===== src/urdfp_pkg.sv =====
// Shared types and constants for the serial digit frame parser.
package urdfp_pkg;

    // Widths of the timing registers and of the received byte
    localparam int TIMER_W = 16;
    localparam int BYTE_W  = 8;
    localparam int FRAME_W = 10;
    localparam int BITIDX_W = 4;
    localparam int SLOT_W  = 3;
    localparam int PTR_W   = 4;
    localparam int DIGIT_W = 4;

    // Packed result width and its byte-padded stream width
    localparam int RESULT_W = BYTE_W + 1 + 1 + SLOT_W + DIGIT_W + 1;
    localparam int TDATA_W  = ((RESULT_W + 7) / 8) * 8;

    // Bit count at which the stop bit has been taken
    localparam logic [BITIDX_W-1:0] LAST_BIT_IDX = BITIDX_W'(FRAME_W - 1);

    // Reset values of the timing registers
    localparam logic [TIMER_W-1:0] BIT_PERIOD_RST  = 16'd104;
    localparam logic [TIMER_W-1:0] FIRST_DELAY_RST = 16'd52;

    // Configuration register indexes
    localparam logic CFG_BIT_PERIOD  = 1'b0;
    localparam logic CFG_FIRST_DELAY = 1'b1;

    // Parser characters
    localparam logic [BYTE_W-1:0] CHR_ZERO   = 8'h30;
    localparam logic [BYTE_W-1:0] CHR_NINE   = 8'h39;
    localparam logic [BYTE_W-1:0] CHR_COMMA  = 8'h2c;
    localparam logic [BYTE_W-1:0] CHR_CLOSE  = 8'h7d;
    localparam logic [BYTE_W-1:0] CHR_OPEN   = 8'h7b;

    // A byte leaving the bit receiver on the stop bit sample
    typedef struct packed {
        logic              done;
        logic              good;
        logic [BYTE_W-1:0] data;
    } t_rx_byte;

    // One result item
    typedef struct packed {
        logic               frame_open;
        logic [DIGIT_W-1:0] digit_value;
        logic [SLOT_W-1:0]  slot_written;
        logic               digit_stored;
        logic               framing_error;
        logic [BYTE_W-1:0]  byte_value;
    } t_result;

endpackage


===== src/urdfp_bit_rx.sv =====
// Serial bit timing and byte assembly for one line sample per step.
module urdfp_bit_rx (
    input  logic                           i_clk,
    input  logic                           i_rst_n,
    input  logic                           i_en,
    input  logic                           i_level,
    input  logic [urdfp_pkg::TIMER_W-1:0]  i_bit_period,
    input  logic [urdfp_pkg::TIMER_W-1:0]  i_first_delay,
    output urdfp_pkg::t_rx_byte            o_byte
);
    import urdfp_pkg::*;

    logic                 r_line_prev;
    logic                 r_receiving;
    logic [TIMER_W-1:0]   r_phase;
    logic [BITIDX_W-1:0]  r_bit_idx;
    logic [FRAME_W-1:0]   r_shift;

    logic                 sample_now;
    logic                 last_bit;
    logic [FRAME_W-1:0]   n_shift;

    // A bit is sampled when the phase counter runs out
    assign sample_now = r_receiving && (r_phase <= TIMER_W'(1));
    assign last_bit   = (r_bit_idx == LAST_BIT_IDX);
    assign n_shift    = {i_level, r_shift[FRAME_W-1:1]};

    // The byte is complete on the stop bit sample
    assign o_byte.done = i_en && sample_now && last_bit;
    assign o_byte.good = n_shift[FRAME_W-1] && !n_shift[0];
    assign o_byte.data = n_shift[BYTE_W:1];

    // Start edge detection, bit timing and the shift register
    always_ff @(posedge i_clk) begin
        if (!i_rst_n) begin
            r_line_prev <= 1'b1;
            r_receiving <= 1'b0;
            r_phase     <= '0;
            r_bit_idx   <= '0;
            r_shift     <= '0;
        end else if (i_en) begin
            r_line_prev <= i_level;
            if (!r_receiving) begin
                if (r_line_prev && !i_level) begin
                    r_receiving <= 1'b1;
                    r_phase     <= i_first_delay;
                    r_bit_idx   <= '0;
                    r_shift     <= '0;
                end
            end else if (!sample_now) begin
                r_phase <= r_phase - TIMER_W'(1);
            end else begin
                r_shift <= n_shift;
                if (last_bit) begin
                    r_receiving <= 1'b0;
                    r_bit_idx   <= '0;
                    r_phase     <= '0;
                end else begin
                    r_bit_idx <= r_bit_idx + BITIDX_W'(1);
                    r_phase   <= i_bit_period;
                end
            end
        end
    end

endmodule


===== src/urdfp_parser.sv =====
// Brace and comma frame parser that places digits into numbered slots.
module urdfp_parser #(
    parameter int TEXT_SLOTS = 8
) (
    input  logic                 i_clk,
    input  logic                 i_rst_n,
    input  urdfp_pkg::t_rx_byte  i_byte,
    output urdfp_pkg::t_result   o_result
);
    import urdfp_pkg::*;

    // The slot pointer stops at the slot count, but never above 15
    localparam int SLOT_LIMIT = (TEXT_SLOTS > 15) ? 15 : TEXT_SLOTS;

    logic              r_in_frame;
    logic [PTR_W-1:0]  r_slot_ptr;
    logic              n_in_frame;
    logic [PTR_W-1:0]  n_slot_ptr;

    logic              is_digit;
    logic              stored;
    logic [BYTE_W-1:0] digit_full;

    assign is_digit   = (i_byte.data >= CHR_ZERO) && (i_byte.data <= CHR_NINE);
    assign digit_full = i_byte.data - CHR_ZERO;

    // A digit is stored only inside a frame and while slots remain
    assign stored = i_byte.done && i_byte.good && r_in_frame && is_digit
                    && ({1'b0, r_slot_ptr} < 5'(TEXT_SLOTS));

    // Next frame state for a well-formed byte
    always_comb begin
        n_in_frame = r_in_frame;
        n_slot_ptr = r_slot_ptr;
        if (i_byte.done && i_byte.good) begin
            if (r_in_frame) begin
                if (i_byte.data == CHR_COMMA) begin
                    if ({1'b0, r_slot_ptr} < 5'(SLOT_LIMIT)) begin
                        n_slot_ptr = r_slot_ptr + PTR_W'(1);
                    end
                end else if (i_byte.data == CHR_CLOSE) begin
                    n_in_frame = 1'b0;
                end
            end else if (i_byte.data == CHR_OPEN) begin
                n_slot_ptr = '0;
                n_in_frame = 1'b1;
            end
        end
    end

    // Result fields for this byte
    assign o_result.byte_value    = i_byte.data;
    assign o_result.framing_error = !i_byte.good;
    assign o_result.digit_stored  = stored;
    assign o_result.slot_written  = stored ? r_slot_ptr[SLOT_W-1:0] : '0;
    assign o_result.digit_value   = stored ? digit_full[DIGIT_W-1:0] : '0;
    assign o_result.frame_open    = n_in_frame;

    // Parser state
    always_ff @(posedge i_clk) begin
        if (!i_rst_n) begin
            r_in_frame <= 1'b0;
            r_slot_ptr <= '0;
        end else begin
            r_in_frame <= n_in_frame;
            r_slot_ptr <= n_slot_ptr;
        end
    end

endmodule


===== src/uart_rx_digit_frame_parser.sv =====
// Top level of the serial receiver with the digit frame parser.
//
// The slave stream carries one sample of the serial line per request
// (tdata bit 0, idle high). Every request is one clock of line time, so
// the bit timing counts requests, not clock edges. The master stream gives
// one result per received byte, on the request that samples the stop bit.
// A sample passes an input register and a single pass of bit timing and
// parsing logic into the result register. One sample is taken every
// cycle while the result side keeps up. When a result waits untaken,
// the input register and then tready hold; samples are never dropped.
// The config port sets bit_period (index 0) and first_sample_delay (index
// 1); a value of 0 acts as 1. Write them only while the line is idle.
// Reset restores both to 104 and 52, clears the receiver and closes any
// open frame. Framing errors are reported with the data bits and leave the
// parser untouched.
module uart_rx_digit_frame_parser #(
    parameter int TEXT_SLOTS = 8
) (
    input  logic                            i_clk,
    input  logic                            i_rst_n,
    // Line samples
    input  logic                            i_s_axis_tvalid,
    output logic                            o_s_axis_tready,
    input  logic [7:0]                      i_s_axis_tdata,  // [0] rx_level
    // Results
    output logic                            o_m_axis_tvalid,
    input  logic                            i_m_axis_tready,
    // [7:0] byte_value, [8] framing_error, [9] digit_stored,
    // [12:10] slot_written, [16:13] digit_value, [17] frame_open
    output logic [urdfp_pkg::TDATA_W-1:0]   o_m_axis_tdata,
    // Configuration writes
    input  logic                            i_cfg_we,
    input  logic                            i_cfg_index,
    input  logic [urdfp_pkg::TIMER_W-1:0]   i_cfg_wdata
);
    import urdfp_pkg::*;

    logic [TIMER_W-1:0] r_bit_period;
    logic [TIMER_W-1:0] r_first_delay;

    logic               r_in_valid;
    logic               r_in_level;
    logic               r_out_valid;
    t_result            r_out;

    logic               advance;
    logic               step;
    t_rx_byte           rx_byte;
    t_result            result;

    // The pipeline moves when the result register is free or being taken
    assign advance         = !r_out_valid || i_m_axis_tready;
    assign step            = advance && r_in_valid;
    assign o_s_axis_tready = !r_in_valid || advance;

    // Configuration registers
    always_ff @(posedge i_clk) begin
        if (!i_rst_n) begin
            r_bit_period  <= BIT_PERIOD_RST;
            r_first_delay <= FIRST_DELAY_RST;
        end else if (i_cfg_we) begin
            unique case (i_cfg_index)
                CFG_BIT_PERIOD:  r_bit_period  <= i_cfg_wdata;
                CFG_FIRST_DELAY: r_first_delay <= i_cfg_wdata;
                default: ;
            endcase
        end
    end

    // Input register
    always_ff @(posedge i_clk) begin
        if (!i_rst_n) begin
            r_in_valid <= 1'b0;
        end else if (o_s_axis_tready) begin
            r_in_valid <= i_s_axis_tvalid;
        end
    end

    always_ff @(posedge i_clk) begin
        if (o_s_axis_tready && i_s_axis_tvalid) begin
            r_in_level <= i_s_axis_tdata[0];
        end
    end

    urdfp_bit_rx u_bit_rx (
        .i_clk         (i_clk),
        .i_rst_n       (i_rst_n),
        .i_en          (step),
        .i_level       (r_in_level),
        .i_bit_period  (r_bit_period),
        .i_first_delay (r_first_delay),
        .o_byte        (rx_byte)
    );

    urdfp_parser #(
        .TEXT_SLOTS (TEXT_SLOTS)
    ) u_parser (
        .i_clk    (i_clk),
        .i_rst_n  (i_rst_n),
        .i_byte   (rx_byte),
        .o_result (result)
    );

    // Result register
    always_ff @(posedge i_clk) begin
        if (!i_rst_n) begin
            r_out_valid <= 1'b0;
        end else if (advance) begin
            r_out_valid <= rx_byte.done;
        end
    end

    always_ff @(posedge i_clk) begin
        if (rx_byte.done) begin
            r_out <= result;
        end
    end

    assign o_m_axis_tvalid = r_out_valid;
    assign o_m_axis_tdata  = TDATA_W'(r_out);

endmodule


===== config.mk =====
export PLATFORM = sky130hd
export DESIGN_NAME = uart_rx_digit_frame_parser
export DESIGN_NICKNAME = d
export VERILOG_FILES = /design/src/urdfp_pkg.sv /design/src/urdfp_bit_rx.sv /design/src/urdfp_parser.sv /design/src/uart_rx_digit_frame_parser.sv
export SDC_FILE = /design/constraint.sdc
export NUM_CORES = 1
export LEC_CHECK = 0
export ABC_CLOCK_PERIOD_IN_PS = 7100
export BUFFER_PORTS_ARGS = -buffer_cell sky130_fd_sc_hd__buf_2
export CAP_MARGIN = 10
export CELL_PAD_IN_SITES_DETAIL_PLACEMENT = 1
export CELL_PAD_IN_SITES_GLOBAL_PLACEMENT = 1
export CORE_MARGIN = 1.5
export CORE_UTILIZATION = 49
export CTS_BUF_LIST = sky130_fd_sc_hd__clkbuf_4
export CTS_CLUSTER_SIZE = 8
export DETAILED_ROUTE_END_ITERATION = 7
export PLACE_DENSITY = 0.93
export SLEW_MARGIN = 10
export SYNTH_ARGS = -nofsm -noshare
export SYNTH_HDL_FRONTEND = slang
export SYNTH_HIERARCHICAL = 1
export SYNTH_SLANG_ARGS = --single-unit

===== constraint.sdc =====
create_clock -name i_clk -period 7.1 [get_ports i_clk]
set_input_delay 1.42 -clock i_clk [delete_from_list [all_inputs] [get_ports i_clk]]
set_output_delay 1.42 -clock i_clk [all_outputs]
set_load 0.03 [all_outputs]

==> reports/metrics.cfg <==
[synth]
yosys_warnings=6
synth.yosys.seq_area_share=0.4465
share_of_flip_flops_with_an_asynchronous_set_or_reset_after_synthesis=0
synth-main-ff-cell=sky130_fd_sc_hd__dfxtp_1
mapped_cells=479
synthDominantCellAreaShare=0.3173
post_synth.cell_area_avg_um2=9.221
most_area_consuming_cells_after_synthesis=sky130_fd_sc_hd__dfxtp_1 32%, sky130_fd_sc_hd__edfxtp_1 13%, sky130_fd_sc_hd__mux2i_1 5.9%
ys_ff_latch=89
synth_area_leader_cell=sky130_fd_sc_hd__dfxtp_1
synth-edff-count=19
yosys.cell_types.count=62
syn-cell-area_um2=4417

[detailed_routing]
drt_iter0_drc=178
wl_per_cell_um=18.48
route.detailed.vias_per_inst=6.000
drtAntennaViolNets=0
finalWirelength_mm=11.07
drt_pre_antenna_iters=4
routed-via-count=3594
drc=0

[clock_tree]
cts.path.max_buffers=2
cts_made_buffers=9
ctsResizeCount=0
cts_sinks=89
post_cts.repair.setup_buffers=0
clk_pin_slew_worst_paths_ns=0.14
hold_buffers=0
clock-root-buffer=sky130_fd_sc_hd__clkbuf_4
cts_tree=done
cts-htree-levels=3
clock_latency_ns=0.45

[floorplanning]
row_count=34
initial_utilization=0.5065
die_x_um=97.94
ioPinCount=56
total_die_area_um2=9592
fp.coreArea_um2=8721
chipHeight_um=97.94

[cells_and_area]
fillers=1026
syn_to_final_growth_pct=4.023
final_layout_size_suffix_gt1_frac=0.1466
finalInstanceArea_um2=4594
antenna_cells_inserted=0
fin_nets=521

[power_and_ir_drop]
worst_ir_drop_vdd_uv=101.8
powerDensity_nw_per_um2=222.1
p_leak_nw=1.824

[placed_design]
gp_congestion=0.8588
port_buffers=42
place_area_um2=4434
post-dp-hpwl_mm=7.529

[worst_setup_path]
critical_path.startpoint_type=input port
worstPathArrival_ns=4.16
largest_fanout_of_any_net_on_the_critical_path=20
crit_required_ns=7.49
critPathKind=input port to register
endpoint_kind=register
worst-r2r-setup-slack_ns=3.51

[sta]
timing.slew.headroom=0.4036
fin_crit_sh=0.5308
period_minus_slack_ns=3.769
worst_pin_slew_ns=0.8895
setup_repair_after_global_routing_missed_its_margin=no
fmax_mhz=265.3
report.final.slew_viol_count=0
final-setup-viol-count=0
finalHoldViolCount=0
clock_skew_ns=0.02445
finalSetupTns_ns=0

[grt]
global_route.usage.total=0.2394
wire_length_of_the_first_global_routing_pass_mm=18.55
antenna_violations_before_repair=0
number_of_global_route_vias_before_repair=3857
grt_start_max_net_pins=93
global_route.overflow_total=0

[run_status]
run_status=completed

[worst_hold_path]
timing.hold.worst.class=register to register

[job]
timing.max_cap.violations=0

-- power by group --
group          switching, mW  internal, mW
clock                  0.181         0.142
combinational         0.0892        0.0543
sequential            0.0207         0.533
-- logic make-up after synthesis --
| group | after synthesis | synth area share |
|---|---|---|
| XOR/XNOR | 9 | 0.01785 |
| AO/OA/AOI/OAI | 101 | 0.1530 |
| other | 1 | 0.0008490 |
| multiplexers | 26 | 0.05892 |
| AND/OR/NAND/NOR | 176 | 0.2099 |
| flip-flops | 89 | 0.4465 |
| adder cells (fa/ha/maj) | 5 | 0.01416 |
| buffers and inverters | 72 | 0.09886 |
-- synthesized netlist by cell type, drive strengths merged (10+ instances only) --
cell	n
a221oi	11
buf	40
clkbuf	14
dfxtp	70
edfxtp	19
inv	18
mux2i	26
nand2	67
nand3	13
nor2	25
nor3	10
o21ai	37
o22ai	11
-- sequential cells by signal, indices dropped and copies added, names as in the netlist --
name and cells:
r_bit_period 16, u_bit_rx/r_line_prev 1, u_bit_rx/r_phase 16, u_bit_rx/r_bit_idx 4
r_in_level 1, r_in_valid 1, o_m_axis_tdata 18, u_bit_rx/r_receiving 1
o_m_axis_tvalid 1, r_first_delay 16, u_parser/r_in_frame 1, u_parser/r_slot_ptr 4
u_bit_rx/r_shift 9
-- worst paths after layout --
| path | startpoint | end | cells after the start |
|---|---|---|---|
| min reg2reg | r_first_delay[3] | r_first_delay[3] | 2 |
| min | r_first_delay[3] | r_first_delay[3] | 2 |
| max | i_m_axis_tready | u_parser/r_slot_ptr[3] | 11 |
| max reg2reg | u_bit_rx/r_phase[5] | u_parser/r_slot_ptr[3] | 9 |
-- cells in the final DEF (no fill, tap or decap), types with 3 or more instances in the layout --
cell type	netlist	layout
sky130_fd_sc_hd__dfxtp_1	70	70
sky130_fd_sc_hd__o21a_1	3	3
sky130_fd_sc_hd__conb_1	1	6
sky130_fd_sc_hd__buf_4	25	3
sky130_fd_sc_hd__or3_1	6	6
sky130_fd_sc_hd__a2111oi_0	3	3
sky130_fd_sc_hd__nor3b_1	3	3
sky130_fd_sc_hd__o211ai_1	8	8
sky130_fd_sc_hd__a21oi_1	6	6
sky130_fd_sc_hd__nand3b_1	5	5
sky130_fd_sc_hd__xor2_1	5	5
sky130_fd_sc_hd__ha_1	5	5
sky130_fd_sc_hd__o311ai_0	3	3
sky130_fd_sc_hd__nand2_1	66	66
sky130_fd_sc_hd__nor2_1	25	25
sky130_fd_sc_hd__a221oi_1	11	11
sky130_fd_sc_hd__nor2b_1	6	6
sky130_fd_sc_hd__nor3_1	10	10
sky130_fd_sc_hd__nor4_1	8	8
sky130_fd_sc_hd__o21ai_0	31	31
sky130_fd_sc_hd__o22ai_1	10	10
sky130_fd_sc_hd__clkbuf_4	0	9
sky130_fd_sc_hd__o21ai_1	6	6
sky130_fd_sc_hd__buf_2	7	42
sky130_fd_sc_hd__nand2b_1	3	3
sky130_fd_sc_hd__nand4_1	7	7
sky130_fd_sc_hd__edfxtp_1	19	19
sky130_fd_sc_hd__mux2i_1	26	26
sky130_fd_sc_hd__and2_1	7	7
sky130_fd_sc_hd__inv_1	18	18
sky130_fd_sc_hd__nand3_1	12	12
sky130_fd_sc_hd__xnor2_1	4	4
sky130_fd_sc_hd__a41oi_1	3	3
sky130_fd_sc_hd__a31oi_1	5	5
-- cell type report --
class,count,area [um^2],share of cell area
Multi-Input combinational cell,323,2027,0.4412
Sequential cell,89,1972,0.4292
Timing Repair Buffer,45,232.7,0.05065
Tap cell,108,135.1,0.02941
Clock inverter,7,92.59,0.02015
Clock buffer,9,67.56,0.01471
Inverter,18,67.56,0.01471
-- layer usage --
metal / vias to the layer above / wire [um] / track usage
met5: - / 0 / 0
met4: 0 / 294 / 0.1022
met3: 27 / 395 / 0.04009
met2: 98 / 6030 / 0.4605
met1: 1769 / 4350 / 0.2545
li1: 1700 / - / -
-- worst max-delay path, stage by stage --
cell and delay, ns:
sky130_fd_sc_hd__buf_2 0.09, sky130_fd_sc_hd__nor2b_1 0.06, sky130_fd_sc_hd__nor2b_1 0.11, sky130_fd_sc_hd__buf_4 0.26, sky130_fd_sc_hd__nand4_1 0.42, sky130_fd_sc_hd__nor2_1 0.41
sky130_fd_sc_hd__buf_4 0.34, sky130_fd_sc_hd__nand2_1 0.16, sky130_fd_sc_hd__or4_4 0.57, sky130_fd_sc_hd__nand2_2 0.12, sky130_fd_sc_hd__mux2i_1 0.18
-- stage by stage --
stage	std cells	worst slack, ns	hold slack [ns]	utilization	total power, mW
6_report	599	3.331	0.4607	0.5268	1.020
2_1_floorplan	484	2.853	0.4284	-	0.6743
4_1_cts	599	3.318	0.4619	0.5268	1.024
3_3_place_gp	583	2.952	0.4395	0.5085	0.6934
3_5_place_dp	583	2.862	0.4434	0.5085	0.7024
5_1_grt	599	3.076	0.4893	0.5268	1.061
Note: power is estimated with default switching activity, not from simulation.
